===== config.mk =====
export PLATFORM = sky130hd
export DESIGN_NAME = delta_list_timer_queue_unit_flat
export DESIGN_NICKNAME = d
export VERILOG_FILES = /design/src/design/dltq_pkg.sv /design/src/design/dltq_ifs.sv /design/src/design/delta_list_timer_queue_unit.sv /design/src/flat_wrapper.sv
export VERILOG_INCLUDE_DIRS = /design/src /design/src/design
export SDC_FILE = /design/constraint.sdc
export NUM_CORES = 1
export LEC_CHECK = 0
export ABC_CLOCK_PERIOD_IN_PS = 6600
export BUFFER_PORTS_ARGS = -buffer_cell sky130_fd_sc_hd__buf_2
export CAP_MARGIN = 20
export CORE_MARGIN = 2
export CORE_UTILIZATION = 40
export DETAILED_ROUTE_END_ITERATION = 8
export GPL_ROUTABILITY_DRIVEN = 0
export GPL_TIMING_DRIVEN = 0
export PLACE_DENSITY_LB_ADDON = 0.1
export SLEW_MARGIN = 20
export SYNTH_ARGS = -nofsm -noshare
export SYNTH_HDL_FRONTEND = slang
export SYNTH_SLANG_ARGS = --single-unit

===== constraint.sdc =====
create_clock -name i_clk -period 6.6 [get_ports i_clk]
set_input_delay 1.65 -clock i_clk [delete_from_list [all_inputs] [get_ports i_clk]]
set_output_delay 1.65 -clock i_clk [all_outputs]
set_load 0.02 [all_outputs]

===== src/design/delta_list_timer_queue_unit_defines.svh =====
// ----------------------------------------------------------------------------
// Delta-list timer queue assertion macros
// Shared concurrent assertion forms, clocked on i_clk and held off in reset.
// ----------------------------------------------------------------------------
`ifndef DELTA_LIST_TIMER_QUEUE_UNIT_DEFINES_SVH
`define DELTA_LIST_TIMER_QUEUE_UNIT_DEFINES_SVH

// The consequent must hold in the same cycle as the antecedent.
`define DLTQ_ASSERT_NOW(label, ante, cons, msg) \
    label: assert property (@(posedge i_clk) disable iff (!i_rst_n) (ante) |-> (cons)) \
        else $error(msg);

// The consequent must hold in the cycle after the antecedent.
`define DLTQ_ASSERT_NEXT(label, ante, cons, msg) \
    label: assert property (@(posedge i_clk) disable iff (!i_rst_n) (ante) |=> (cons)) \
        else $error(msg);

`endif


===== src/design/dltq_pkg.sv =====
// ----------------------------------------------------------------------------
// Delta-list timer queue package
// Item types, operation and status codes shared by the interfaces and block.
// ----------------------------------------------------------------------------
`timescale 1ns / 1ps

package dltq_pkg;

    localparam int RESULT_LIMIT = 16;
    localparam int N_W          = $clog2(RESULT_LIMIT + 1);

    typedef enum logic {
        OP_INSERT = 1'b0,
        OP_ELAPSE = 1'b1
    } t_op;

    typedef enum logic [1:0] {
        ST_INSERTED = 2'd0,
        ST_DROPPED  = 2'd1,
        ST_EXPIRED  = 2'd2
    } t_status;

    typedef struct packed {
        t_op         operation;
        logic [15:0] delay_ms;
        logic [7:0]  handle;
        logic [15:0] elapsed_ms;
    } t_cmd_item;

    typedef struct packed {
        t_status     status;
        logic [7:0]  expired_handle;
        logic        last;
    } t_res_item;

    typedef struct packed {
        logic [15:0] delta;
        logic [7:0]  token;
    } t_entry;

endpackage


===== src/design/dltq_ifs.sv =====
// ----------------------------------------------------------------------------
// Delta-list timer queue channels
// Valid/ready channels for command items and result items.
// ----------------------------------------------------------------------------
`timescale 1ns / 1ps

interface dltq_cmd_if;
    import dltq_pkg::*;

    logic      valid;
    logic      ready;
    t_cmd_item data;

    modport source (output valid, output data, input ready);
    modport sink   (input valid, input data, output ready);
endinterface

interface dltq_res_if;
    import dltq_pkg::*;

    logic      valid;
    logic      ready;
    t_res_item data;

    modport source (output valid, output data, input ready);
    modport sink   (input valid, input data, output ready);
endinterface


===== src/design/delta_list_timer_queue_unit.sv =====
// ----------------------------------------------------------------------------
// Delta-list timer queue
// Bounded queue of timeouts kept as relative delays in a circular entry memory.
// ----------------------------------------------------------------------------
// Usage: command items arrive on i_cmd, result items leave on o_res, both
// valid/ready. An insert item gives one result, inserted or dropped when the
// queue holds MAX_TIMEOUTS entries. An elapse item takes its time off the
// head entry and gives one expired result per leading zero-delay entry, at
// most sixteen, the final one marked last; it may give no result at all.
// One sequencer drives a single subtract/compare unit and one port pair of
// the entry memory, so i_cmd is ready only while no item is in progress. An
// insert walks the list, reading each entry and comparing it, then shifts the
// later entries up one slot and writes the new one; a dropped insert goes
// straight to its result. The memory read is registered. An elapse reads and
// updates the head, then reads each next entry to see if it expires as well.
// A result sits in an output register, so the
// next command is taken while the last result still waits. When o_res
// stalls, the sequencer waits before it emits another result. Reset empties
// the queue at once; the entry memory itself is not cleared.
// ----------------------------------------------------------------------------
`timescale 1ns / 1ps
`include "delta_list_timer_queue_unit_defines.svh"

module delta_list_timer_queue_unit #(
    parameter int MAX_TIMEOUTS = 16
) (
    input  logic       i_clk,
    input  logic       i_rst_n,
    dltq_cmd_if.sink   i_cmd,
    dltq_res_if.source o_res
);
    import dltq_pkg::*;

    localparam int CW = $clog2(MAX_TIMEOUTS + 1);
    localparam int IW = (MAX_TIMEOUTS > 1) ? $clog2(MAX_TIMEOUTS) : 1;

    typedef enum logic [10:0] {
        S_IDLE     = 11'b00000000001,
        S_WALK_RD  = 11'b00000000010,
        S_WALK_CMP = 11'b00000000100,
        S_SHIFT_RD = 11'b00000001000,
        S_SHIFT_WR = 11'b00000010000,
        S_PLACE    = 11'b00000100000,
        S_HEAD_RD  = 11'b00001000000,
        S_HEAD_UPD = 11'b00010000000,
        S_NEXT_RD  = 11'b00100000000,
        S_NEXT_CHK = 11'b01000000000,
        S_EMIT     = 11'b10000000000
    } t_state;

    t_state          r_state, n_state;
    logic [CW-1:0]   r_count, n_count;
    logic [IW-1:0]   r_head, n_head;
    logic [CW-1:0]   r_pos, n_pos;
    logic [CW-1:0]   r_i, n_i;
    logic [15:0]     r_rem, n_rem;
    logic [7:0]      r_tok, n_tok;
    logic [N_W-1:0]  r_n, n_n;
    t_status         r_res_status, n_res_status;
    logic [7:0]      r_res_tok, n_res_tok;
    logic            r_res_last, n_res_last;
    logic            r_more, n_more;
    logic [7:0]      r_next_tok, n_next_tok;
    logic            r_ovalid, n_ovalid;
    t_res_item       r_odata, n_odata;

    t_entry          r_mem [MAX_TIMEOUTS];
    t_entry          r_rd_data;
    logic            mem_we;
    t_entry          mem_wdata;
    logic [CW-1:0]   addr_log;
    logic [CW:0]     addr_sum;
    logic [IW-1:0]   addr_phys;
    logic [15:0]     sub_a, sub_b;
    logic [16:0]     sub_diff;
    logic            sub_borrow;
    logic [15:0]     head_new;
    logic            can_emit;
    logic            cmd_take;
    logic [IW-1:0]   head_inc;
    logic [CW-1:0]   pop_count;
    logic [N_W-1:0]  pop_n;

    assign can_emit    = !r_ovalid || o_res.ready;
    assign i_cmd.ready = (r_state == S_IDLE);
    assign cmd_take    = i_cmd.valid && i_cmd.ready;
    assign o_res.valid = r_ovalid;
    assign o_res.data  = r_odata;

    assign head_inc = (r_head == IW'(MAX_TIMEOUTS - 1)) ? '0 : r_head + 1'b1;

    // Logical list position to memory address around the circular head.
    always_comb begin
        addr_sum = (CW + 1)'(r_head) + {1'b0, addr_log};
        if (addr_sum >= (CW + 1)'(MAX_TIMEOUTS)) begin
            addr_sum = addr_sum - (CW + 1)'(MAX_TIMEOUTS);
        end
        addr_phys = addr_sum[IW-1:0];
    end

    always_comb begin
        unique case (r_state) inside
            S_WALK_RD, S_WALK_CMP, S_PLACE: addr_log = r_pos;
            S_SHIFT_RD:                     addr_log = r_i - 1'b1;
            S_SHIFT_WR:                     addr_log = r_i;
            default:                        addr_log = '0;
        endcase
    end

    // Shared subtract and compare unit.
    always_comb begin
        if (r_state == S_HEAD_UPD) begin
            sub_a = r_rd_data.delta;
            sub_b = r_rem;
        end else begin
            sub_a = r_rem;
            sub_b = r_rd_data.delta;
        end
        sub_diff   = {1'b0, sub_a} - {1'b0, sub_b};
        sub_borrow = sub_diff[16];
        head_new   = sub_borrow ? 16'd0 : sub_diff[15:0];
    end

    always_ff @(posedge i_clk) begin
        if (mem_we) begin
            r_mem[addr_phys] <= mem_wdata;
        end
        r_rd_data <= r_mem[addr_phys];
    end

    always_comb begin
        n_state      = r_state;
        n_count      = r_count;
        n_head       = r_head;
        n_pos        = r_pos;
        n_i          = r_i;
        n_rem        = r_rem;
        n_tok        = r_tok;
        n_n          = r_n;
        n_res_status = r_res_status;
        n_res_tok    = r_res_tok;
        n_res_last   = r_res_last;
        n_more       = r_more;
        n_next_tok   = r_next_tok;
        n_ovalid     = r_ovalid;
        n_odata      = r_odata;
        mem_we       = 1'b0;
        mem_wdata    = r_rd_data;
        pop_count    = r_count - 1'b1;
        pop_n        = (r_state == S_HEAD_UPD) ? N_W'(1) : r_n + 1'b1;

        if (o_res.ready) begin
            n_ovalid = 1'b0;
        end

        unique case (r_state)
            S_IDLE: begin
                if (cmd_take) begin
                    n_tok = i_cmd.data.handle;
                    n_pos = '0;
                    if (i_cmd.data.operation == OP_ELAPSE) begin
                        n_rem = i_cmd.data.elapsed_ms;
                        if (r_count != '0) begin
                            n_state = S_HEAD_RD;
                        end
                    end else begin
                        n_rem = i_cmd.data.delay_ms;
                        if (r_count == CW'(MAX_TIMEOUTS)) begin
                            n_res_status = ST_DROPPED;
                            n_res_tok    = '0;
                            n_res_last   = 1'b1;
                            n_more       = 1'b0;
                            n_state      = S_EMIT;
                        end else begin
                            n_state = S_WALK_RD;
                        end
                    end
                end
            end
            S_WALK_RD: begin
                if (r_pos == r_count) begin
                    n_i     = r_count;
                    n_state = S_SHIFT_RD;
                end else begin
                    n_state = S_WALK_CMP;
                end
            end
            S_WALK_CMP: begin
                if (!sub_borrow) begin
                    n_rem   = sub_diff[15:0];
                    n_pos   = r_pos + 1'b1;
                    n_state = S_WALK_RD;
                end else begin
                    mem_we          = 1'b1;
                    mem_wdata.delta = ~sub_diff[15:0] + 16'd1;
                    n_i             = r_count;
                    n_state         = S_SHIFT_RD;
                end
            end
            S_SHIFT_RD: begin
                if (r_i == r_pos) begin
                    n_state = S_PLACE;
                end else begin
                    n_state = S_SHIFT_WR;
                end
            end
            S_SHIFT_WR: begin
                mem_we  = 1'b1;
                n_i     = r_i - 1'b1;
                n_state = S_SHIFT_RD;
            end
            S_PLACE: begin
                mem_we          = 1'b1;
                mem_wdata.delta = r_rem;
                mem_wdata.token = r_tok;
                n_count         = r_count + 1'b1;
                n_res_status    = ST_INSERTED;
                n_res_tok       = '0;
                n_res_last      = 1'b1;
                n_more          = 1'b0;
                n_state         = S_EMIT;
            end
            S_HEAD_RD: begin
                n_state = S_HEAD_UPD;
            end
            S_HEAD_UPD: begin
                mem_we          = 1'b1;
                mem_wdata.delta = head_new;
                if (head_new != 16'd0) begin
                    n_state = S_IDLE;
                end else begin
                    n_res_status = ST_EXPIRED;
                    n_res_tok    = r_rd_data.token;
                    n_head       = head_inc;
                    n_count      = pop_count;
                    n_n          = pop_n;
                    if (pop_count != '0 && pop_n != N_W'(RESULT_LIMIT)) begin
                        n_state = S_NEXT_RD;
                    end else begin
                        n_res_last = 1'b1;
                        n_more     = 1'b0;
                        n_state    = S_EMIT;
                    end
                end
            end
            S_NEXT_RD: begin
                n_state = S_NEXT_CHK;
            end
            S_NEXT_CHK: begin
                n_more     = (r_rd_data.delta == 16'd0);
                n_res_last = (r_rd_data.delta != 16'd0);
                n_next_tok = r_rd_data.token;
                n_state    = S_EMIT;
            end
            S_EMIT: begin
                if (can_emit) begin
                    n_ovalid                = 1'b1;
                    n_odata.status          = r_res_status;
                    n_odata.expired_handle  = r_res_tok;
                    n_odata.last            = r_res_last;
                    if (r_more) begin
                        n_res_tok = r_next_tok;
                        n_head    = head_inc;
                        n_count   = pop_count;
                        n_n       = pop_n;
                        if (pop_count != '0 && pop_n != N_W'(RESULT_LIMIT)) begin
                            n_state = S_NEXT_RD;
                        end else begin
                            n_res_last = 1'b1;
                            n_more     = 1'b0;
                        end
                    end else begin
                        n_state = S_IDLE;
                    end
                end
            end
            default: begin
                n_state = S_IDLE;
            end
        endcase
    end

    always_ff @(posedge i_clk) begin
        if (!i_rst_n) begin
            r_state  <= S_IDLE;
            r_count  <= '0;
            r_head   <= '0;
            r_ovalid <= 1'b0;
            r_more   <= 1'b0;
            r_n      <= '0;
        end else begin
            r_state  <= n_state;
            r_count  <= n_count;
            r_head   <= n_head;
            r_ovalid <= n_ovalid;
            r_more   <= n_more;
            r_n      <= n_n;
        end
        r_pos        <= n_pos;
        r_i          <= n_i;
        r_rem        <= n_rem;
        r_tok        <= n_tok;
        r_res_status <= n_res_status;
        r_res_tok    <= n_res_tok;
        r_res_last   <= n_res_last;
        r_next_tok   <= n_next_tok;
        r_odata      <= n_odata;
    end

    `DLTQ_ASSERT_NOW(a_count_bound, 1'b1, r_count <= CW'(MAX_TIMEOUTS), "Entry count overflow.")
    `DLTQ_ASSERT_NEXT(a_place_grows, r_state == S_PLACE, r_count == $past(r_count) + 1'b1, "Insert did not add one entry.")
    `DLTQ_ASSERT_NOW(a_single_last, o_res.valid && o_res.data.status != ST_EXPIRED, o_res.data.last && o_res.data.expired_handle == 8'd0, "Insert result not marked last.")
    `DLTQ_ASSERT_NOW(a_pop_bound, 1'b1, r_n <= N_W'(RESULT_LIMIT), "Too many entries popped.")

endmodule


===== src/flat_wrapper.sv =====
// flat-port wrapper written by rule: the top's interface ports become plain ports
module delta_list_timer_queue_unit_flat import dltq_pkg::*;
#(
    parameter int MAX_TIMEOUTS = 16
)
  (i_clk, i_rst_n, i_cmd_valid, i_cmd_data, i_cmd_ready, o_res_valid, o_res_data, o_res_ready);
  dltq_cmd_if i_cmd_i ();
  dltq_res_if o_res_i ();
  input  logic i_clk;
  input  logic i_rst_n;
  input wire logic [$bits(i_cmd_i.valid)-1:0] i_cmd_valid;
  input wire logic [$bits(i_cmd_i.data)-1:0] i_cmd_data;
  output wire logic [$bits(i_cmd_i.ready)-1:0] i_cmd_ready;
  output wire logic [$bits(o_res_i.valid)-1:0] o_res_valid;
  output wire logic [$bits(o_res_i.data)-1:0] o_res_data;
  input wire logic [$bits(o_res_i.ready)-1:0] o_res_ready;
  assign i_cmd_i.valid = i_cmd_valid;
  assign i_cmd_i.data = i_cmd_data;
  assign i_cmd_ready = i_cmd_i.ready;
  assign o_res_valid = o_res_i.valid;
  assign o_res_data = o_res_i.data;
  assign o_res_i.ready = o_res_ready;
  delta_list_timer_queue_unit #(.MAX_TIMEOUTS(MAX_TIMEOUTS)) u_core (.i_clk(i_clk), .i_rst_n(i_rst_n), .i_cmd(i_cmd_i), .o_res(o_res_i));
endmodule

==> impl_metrics.prom, run 1 <==
# TYPE chip_impl_metric gauge
chip_impl_metric{name="die_area",unit="mm2"} 0.0569
chip_impl_metric{name="logic_pwr_share",unit="%"} 9.1
chip_impl_metric{name="cts_made_buffers",unit=""} 54
chip_impl_metric{name="synth_cells",unit=""} 1471
chip_impl_metric{name="antenna_found_initial",unit=""} 0
chip_impl_info{name="ctsRootBufferMaster",value="clkbuf_16"} 1
chip_impl_info{name="run_status",value="finished, final reports clean"} 1
chip_impl_metric{name="clock_tree_sinks",unit=""} 499
chip_impl_metric{name="grt_use_total",unit="%"} 20.5
chip_impl_metric{name="clk_pin_slew",unit="ns"} 0.06
chip_impl_info{name="post-synth-top-count-cell",value="edfxtp_1"} 1
chip_impl_metric{name="drive_gt1_share",unit="%"} 21.3
chip_impl_metric{name="num-nets-final",unit=""} 1694
chip_impl_metric{name="drv_slew",unit=""} 0
chip_impl_metric{name="first_global_vias",unit=""} 13474
chip_impl_metric{name="drc",unit=""} 0
chip_impl_metric{name="placement.io_buffers",unit=""} 56
chip_impl_metric{name="syn_nets",unit=""} 1530
chip_impl_metric{name="post_drt_wl_per_cell",unit="um"} 24.3
chip_impl_metric{name="area_delta_synth_final",unit="%"} 17.6
chip_impl_metric{name="postSynth.asyncResetShare",unit="%"} 0
chip_impl_metric{name="die_height",unit="um"} 239
chip_impl_metric{name="drtPass1Iterations",unit=""} 7
chip_impl_metric{name="period_needed",unit="ns"} 6.24
chip_impl_metric{name="h-tree-depth",unit=""} 2
chip_impl_metric{name="tightestPinTransition",unit="ns"} 1.10
chip_impl_metric{name="cp.required",unit="ns"} 6.92
chip_impl_metric{name="max-vdd-ir-drop",unit="uV"} 232
chip_impl_metric{name="placedInstanceArea",unit="mm2"} 0.0238
chip_impl_metric{name="number_of_routed_nets_with_antenna_violations",unit=""} 0
chip_impl_metric{name="clk_latency",unit="ns"} 0.61
chip_impl_metric{name="routed_via_density",unit=""} 5.69
chip_impl_metric{name="route.vias.total",unit=""} 13506
chip_impl_metric{name="finalInstanceArea",unit="mm2"} 0.0259
chip_impl_metric{name="synth_enable_flop_cells",unit=""} 448
chip_impl_info{name="crit_type",value="reg -> reg"} 1
chip_impl_metric{name="worst-endpoint-arrival",unit="ns"} 6.56
chip_impl_metric{name="power_report.internal_total",unit="mW"} 5.81
chip_impl_metric{name="static-leakage-power",unit="nW"} 8.49
chip_impl_metric{name="synth_top_area_share",unit="%"} 61.1
chip_impl_metric{name="chipWidth",unit="um"} 239
chip_impl_metric{name="clock.fmax",unit="MHz"} 160
chip_impl_metric{name="cts-hold-fix-buffers",unit=""} 0
chip_impl_info{name="critPathCaptureType",value="register"} 1
chip_impl_metric{name="timing_hold_violations_final",unit=""} 0
chip_impl_metric{name="antenna_cells",unit=""} 0
chip_impl_metric{name="start_util",unit="%"} 40.7
chip_impl_metric{name="dp.cells",unit=""} 2270
chip_impl_info{name="grt_setup_unrepaired",value="false"} 1
chip_impl_info{name="synth_flop_cell",value="edfxtp_1"} 1
chip_impl_metric{name="yosys_warnings",unit=""} 0
chip_impl_metric{name="grt_max_degree",unit=""} 29
chip_impl_metric{name="holdWs",unit="ns"} 0.418
chip_impl_metric{name="cp_max_fo",unit=""} 28
chip_impl_info{name="hp-class",value="reg -> reg"} 1
chip_impl_metric{name="final-instance-count-excl-fill",unit=""} 2374
chip_impl_metric{name="netSwitchingFraction",unit="%"} 23.1
chip_impl_metric{name="p_clk_share",unit="%"} 43.6
chip_impl_metric{name="ys_ff_latch",unit=""} 499
chip_impl_info{name="synth.largest_area_cell",value="edfxtp_1"} 1
chip_impl_info{name="synth_commonest_cells",value="448 x edfxtp_1, 115 x nand2_1, 96 x mux4_2"} 1
chip_impl_metric{name="power-per-cell-area",unit="mW/mm2"} 292
chip_impl_info{name="synth.area.top_cells",value="edfxtp_1 61%, mux4_2 9.8%, dfxtp_1 4.6%"} 1
chip_impl_metric{name="fin_crit_sh",unit="%"} 94.6
chip_impl_metric{name="core-area",unit="mm2"} 0.0541
chip_impl_metric{name="wirelength",unit="mm"} 57.8
chip_impl_metric{name="total_power",unit="mW"} 7.55
chip_impl_metric{name="power_frac_seq",unit="%"} 47.3
chip_impl_metric{name="cts_max_path_buffers",unit=""} 3
chip_impl_metric{name="synth.yosys.seq_area_share",unit="%"} 65.8
chip_impl_metric{name="dpl_wire_length",unit="mm"} 41.0
chip_impl_metric{name="final-setup-viol-count",unit=""} 0
chip_impl_info{name="crit_path_start_kind",value="register"} 1
chip_impl_metric{name="initial_drc_count",unit=""} 1390
chip_impl_metric{name="timing.max_cap.violations",unit=""} 0
chip_impl_metric{name="skew",unit="ns"} 0.0186
chip_impl_metric{name="total_switching_power",unit="mW"} 1.74
chip_impl_metric{name="timing.max_slew.rel_slack",unit="%"} 27.0
chip_impl_metric{name="synthDistinctLibCells",unit=""} 87
chip_impl_metric{name="setup_total_negative_slack",unit="ns"} 0
chip_impl_metric{name="overflow",unit=""} 0
chip_impl_metric{name="placement_rows",unit=""} 85
chip_impl_info{name="cts_tree",value="yes"} 1
chip_impl_metric{name="global_route_wire_length_before_repair",unit="mm"} 86.3
chip_impl_metric{name="synth.avg_cell_area",unit="um2"} 15.0
chip_impl_metric{name="floorplan.io_pins",unit=""} 58
chip_impl_metric{name="post_synth_instance_area",unit="mm2"} 0.0220
## per-layer routing
layer / up-vias / part of all wire [%] / track usage (%)
met2: 393 / 46 / 32.7
met5: - / 0 / 0
met1: 6932 / 46 / 29.5
met4: 0 / 2.5 / 6.31
li1: 6100 / - / -
met3: 81 / 5.0 / 2.63
## worst paths after layout
check                                             from                    to  slack [ns]  depth (start not counted)
worst max register to register       u_core.r_state[3]   u_core.r_res_tok[6]        0.36                         20
worst min register to register  u_core.r_res_status[0]  u_core.o_res.data[9]        0.42                          0
worst max-delay path                 u_core.r_state[3]   u_core.r_res_tok[6]        0.36                         20
worst min-delay path            u_core.r_res_status[0]  u_core.o_res.data[9]        0.42                          0
## layout make-up
class	instances	area, um2
sequential	499	14500
clock buffer	79	1580
timing repair buffer	110	837
tap	696	871
clock inverter	20	374
buffer	77	324
multi-input combinational	858	7300
fill	4682	28200
inverter	35	136
## metrics by stage
stage	worst slack [ns]	utilization, %
5_1_grt	0.0305	47.8
2_1_floorplan	0.0563	-
3_5_place_dp	-1.66	44.0
3_3_place_gp	-4.02	42.8
6_report	0.359	47.8
4_1_cts	0.190	47.6
## power by group through the flow
stage                     Clock [mW]  Combinational, mW  Sequential [mW]
after floorplan                    0              0.468             3.62
after global placement             0              0.639             3.64
after detailed placement           0              0.655             3.64
after CTS                       3.36              0.667             3.57
after global routing            3.48              0.754             3.58
final                           3.29              0.684             3.57
## state kept, by name, summed over array words and instances, names as in the netlist, 2 cells and up
name	flops
u_core.r_mem	384
u_core.r_rd_data	24
u_core.r_rem	16
u_core.o_res.data	11
u_core.r_state	11
u_core.r_next_tok	8
u_core.r_res_tok	8
u_core.r_tok	8
u_core.r_count	5
u_core.r_i	5
u_core.r_n	5
u_core.r_pos	5
u_core.r_head	4
u_core.r_res_status	2
## timing repair
action,in CTS,in global routing
setup endpoints to repair,682,75
pin swaps,3,2
gates resized for setup,6,8
setup buffers,2,5
## layout by cell type (no fill, tap or decap), types with 31 or more instances in the layout
cell	Yosys	final
dfxtp_1	51	51
clkbuf_1	58	70
nand2_1	115	115
buf_4	1	39
a21oi_1	57	54
and2_1	31	31
o21ai_0	43	37
edfxtp_1	448	448
nor2_1	70	64
mux4_2	96	96
buf_2	2	59
a211oi_1	33	32
clkbuf_16	0	56
inv_1	33	33
## worst max-delay path, cell delays in order (launching register included)
cell and delay (ns):
dfxtp_1 0.39, nor3_4 0.32, and2_4 0.25, nand2_4 0.14, inv_6 0.17, buf_6 0.29, buf_2 0.34, a21oi_1 0.12
ha_1 0.20, a41o_1 0.24, o211a_1 0.30, a211oi_4 0.35, xor2_1 0.18, or3b_1 0.42, or3_4 0.39, or4_1 0.48
o31a_1 0.43, buf_6 0.19, clkbuf_1 0.26, nor3_4 0.30, buf_12 0.15
## cell families (layout without fill, tap and decap cells)
group                      Yosys count  after routing  share of synthesized area, %
adders and majority gates           35             35                          1.78
AOI/OAI and AO/OA                  251            251                          7.51
buffers and inverters              114            321                          2.10
xor gates and xnor gates            59             59                          2.43
muxes                              130            130                          11.4
and+or+nand+nor                    383            383                          8.99
DFF                                499            499                          65.8
No activity file was read; power rests on OpenSTA's default activity.
==> inputs of run 2 (changes only) <==
Settings changed: CORE_ASPECT_RATIO from default to 2, PLACE_DENSITY from default to 0.56, PLACE_DENSITY_LB_ADDON 0.1 to default.
==> run 2 against run 1 <==
Effect of this change: flip-flop and latch count stayed put; setup slack worse by 0.19 ns; final cell count is 1.3% lower; critical path depth stayed put; clock skew is 0.012 ns higher; wire length is 8.9% higher; first-iteration DRC count is 17% lower; highest routed layer unchanged.
==> impl_metrics.prom, run 2 (same netlist as run 1, synthesis figures left out) <==
# TYPE chip_impl_metric gauge
chip_impl_metric{name="timing.max_cap.violations",unit=""} 0
chip_impl_metric{name="initial_drc_count",unit=""} 1156
chip_impl_metric{name="drv_slew",unit=""} 0
chip_impl_metric{name="holdWs",unit="ns"} 0.418
chip_impl_metric{name="wirelength",unit="mm"} 62.9
chip_impl_metric{name="chipWidth",unit="um"} 170
chip_impl_metric{name="reg2reg_slack",unit="ns"} 0.17
chip_impl_info{name="ctsRootBufferMaster",value="clkbuf_16"} 1
chip_impl_info{name="layout_top_registers",value="u_core.r_mem x384, u_core.r_rd_data x24, u_core.r_rem x16"} 1
chip_impl_info{name="worstReg2RegEnd",value="u_core.r_res_tok[7]"} 1
chip_impl_info{name="critPathCaptureType",value="register"} 1
chip_impl_metric{name="drive_gt1_share",unit="%"} 21.5
chip_impl_metric{name="p_clk_share",unit="%"} 37.6
chip_impl_metric{name="first_global_vias",unit=""} 14135
chip_impl_metric{name="h-tree-depth",unit=""} 2
chip_impl_metric{name="floorplan.io_pins",unit=""} 58
chip_impl_info{name="commonest_non_fill_non_tap_cell_in_the_layout",value="edfxtp_1"} 1
chip_impl_metric{name="setup_ws",unit="ns"} 0.172
chip_impl_metric{name="start_util",unit="%"} 40.5
chip_impl_metric{name="global_route_wire_length_before_repair",unit="mm"} 91.6
chip_impl_info{name="hp-start",value="u_core.r_res_status[1]"} 1
chip_impl_metric{name="final-setup-viol-count",unit=""} 0
chip_impl_info{name="crit_path_start_kind",value="register"} 1
chip_impl_metric{name="cts_max_path_buffers",unit=""} 3
chip_impl_metric{name="grt_max_degree",unit=""} 29
chip_impl_metric{name="core-area",unit="mm2"} 0.0544
chip_impl_metric{name="clock_tree_sinks",unit=""} 499
chip_impl_metric{name="timing.max_slew.rel_slack",unit="%"} 27.8
chip_impl_metric{name="drc",unit=""} 0
chip_impl_metric{name="routed_via_density",unit=""} 5.83
chip_impl_metric{name="netSwitchingFraction",unit="%"} 24.8
chip_impl_metric{name="worst-endpoint-arrival",unit="ns"} 6.71
chip_impl_metric{name="grt_use_total",unit="%"} 22.2
chip_impl_info{name="min_to",value="u_core.o_res.data[10]"} 1
chip_impl_metric{name="total_power",unit="mW"} 6.90
chip_impl_info{name="run_status",value="finished, final reports clean"} 1
chip_impl_metric{name="overflow",unit=""} 0
chip_impl_metric{name="num-nets-final",unit=""} 1693
chip_impl_metric{name="clk_pin_slew",unit="ns"} 0.06
chip_impl_info{name="crit_type",value="reg -> reg"} 1
chip_impl_metric{name="period_needed",unit="ns"} 6.43
chip_impl_metric{name="clock.fmax",unit="MHz"} 156
chip_impl_metric{name="dp.cells",unit=""} 2257
chip_impl_metric{name="tightestPinTransition",unit="ns"} 1.08
chip_impl_metric{name="static-leakage-power",unit="nW"} 8.30
chip_impl_metric{name="power_frac_seq",unit="%"} 51.9
chip_impl_metric{name="dpl_wire_length",unit="mm"} 46.3
chip_impl_metric{name="timing_hold_violations_final",unit=""} 0
chip_impl_metric{name="drtPass1Iterations",unit=""} 6
chip_impl_metric{name="final-instance-count-excl-fill",unit=""} 2344
chip_impl_metric{name="power_report.internal_total",unit="mW"} 5.18
chip_impl_metric{name="cp.required",unit="ns"} 6.89
chip_impl_metric{name="cts_made_buffers",unit=""} 44
chip_impl_metric{name="antenna_cells",unit=""} 0
chip_impl_metric{name="die_area",unit="mm2"} 0.0570
chip_impl_metric{name="hold-path-cell-count",unit=""} 0
chip_impl_metric{name="placement.io_buffers",unit=""} 56
chip_impl_metric{name="power-per-cell-area",unit="mW/mm2"} 270
chip_impl_metric{name="skew",unit="ns"} 0.0307
chip_impl_metric{name="post_drt_wl_per_cell",unit="um"} 26.9
chip_impl_metric{name="max_ffs_per_register",unit=""} 384
chip_impl_metric{name="placement_rows",unit=""} 121
chip_impl_info{name="hp-class",value="reg -> reg"} 1
chip_impl_metric{name="total_switching_power",unit="mW"} 1.71
chip_impl_metric{name="preCtsSetupSlack",unit="ns"} -1.70
chip_impl_metric{name="fin_crit_sh",unit="%"} 97.4
chip_impl_metric{name="clk_latency",unit="ns"} 0.59
chip_impl_metric{name="cp_max_fo",unit=""} 28
chip_impl_metric{name="area_delta_synth_final",unit="%"} 15.8
chip_impl_metric{name="r2r_depth",unit=""} 20
chip_impl_metric{name="number_of_routed_nets_with_antenna_violations",unit=""} 0
chip_impl_metric{name="route.vias.total",unit=""} 13663
chip_impl_info{name="largest-register",value="u_core.r_mem"} 1
chip_impl_metric{name="max-vdd-ir-drop",unit="uV"} 170
chip_impl_metric{name="logic_pwr_share",unit="%"} 10.5
chip_impl_info{name="cts_tree",value="yes"} 1
chip_impl_metric{name="antenna_found_initial",unit=""} 0
chip_impl_info{name="crit-reg2reg-launch",value="u_core.r_state[3]"} 1
chip_impl_metric{name="layout.filler_cells",unit=""} 4695
chip_impl_metric{name="die_height",unit="um"} 336
chip_impl_metric{name="setup_total_negative_slack",unit="ns"} 0
chip_impl_info{name="layout.cells.most_common_list",value="448 x edfxtp_1, 115 x nand2_1, 96 x mux4_2"} 1
run 2: critical path, cell delays in order, from the launching register on:
cell and delay (ns):
dfxtp_1 0.37, nor3_2 0.36, and2_4 0.28, nand2_4 0.18, inv_6 0.18, buf_6 0.29
buf_2 0.31, a21oi_1 0.11, ha_1 0.19, a41o_1 0.25, o211a_1 0.32, a211oi_4 0.37
xor2_1 0.20, or3b_1 0.43, or3_4 0.39, or4_1 0.51, o31a_1 0.48, buf_6 0.22
clkbuf_1 0.27, nor3_4 0.25, buf_12 0.15
run 2: how the worst max path moves through the flow:
stage | end | startpoint | slack (ns)
floorplan | u_core.r_mem[1][0] | u_core.r_state[1] | 0.06
global placement | u_core.r_mem[1][4] | u_core.r_state[1] | -4.44
detailed placement | u_core.r_res_tok[7] | u_core.r_state[1] | -1.70
CTS | u_core.r_mem[9][22] | u_core.r_state[10] | 0.03
global route | u_core.r_res_tok[2] | u_core.r_state[3] | -0.04
finish | u_core.r_res_tok[7] | u_core.r_state[3] | 0.17
run 2: repair_timing:
action / 4_1_cts / 5_1_grt
hold buffers: 0 / 0
resized for setup: 10 / 8
setup endpoints to repair: 690 / 168
buffers inserted: 5 / 5
pin swaps: 5 / 3
run 2: area by class of cell:
type | instances | area (um2) | share of cell area, %
clock buffer | 55 | 1160 | 4.56
clock inverter | 25 | 259 | 1.02
timing repair buffer | 120 | 963 | 3.78
inverter | 35 | 136 | 0.535
sequential | 499 | 14500 | 56.8
tap | 676 | 846 | 3.32
multi-input combinational | 858 | 7320 | 28.7
buffer | 76 | 337 | 1.32
run 2: power by group through the flow:
stage | sequential [mW] | clock (mW) | combinational (mW)
after floorplan | 3.62 | 0 | 0.468
after CTS | 3.58 | 2.65 | 0.712
after detailed placement | 3.65 | 0 | 0.687
after global placement | 3.65 | 0 | 0.668
after global routing | 3.58 | 2.76 | 0.779
final | 3.58 | 2.59 | 0.724
run 2: layer usage:
layer | track usage, % | vias to the layer above | part of all wire, % | routed length, um
li1 | - | 6095 | - | -
met1 | 23.0 | 6908 | 34 | 21400
met2 | 42.3 | 478 | 55 | 34600
met3 | 2.84 | 182 | 4.3 | 2690
met4 | 12.9 | 0 | 6.7 | 4190
met5 | 0 | - | 0 | 0
run 2: per-stage QoR:
step | area, um2 | util (%)
3_5_place_dp | 23900 | 43.9
4_1_cts | 25400 | 46.7
2_1_floorplan | 22000 | -
6_report | 25500 | 46.9
5_1_grt | 25500 | 46.9
3_3_place_gp | 23200 | 42.6
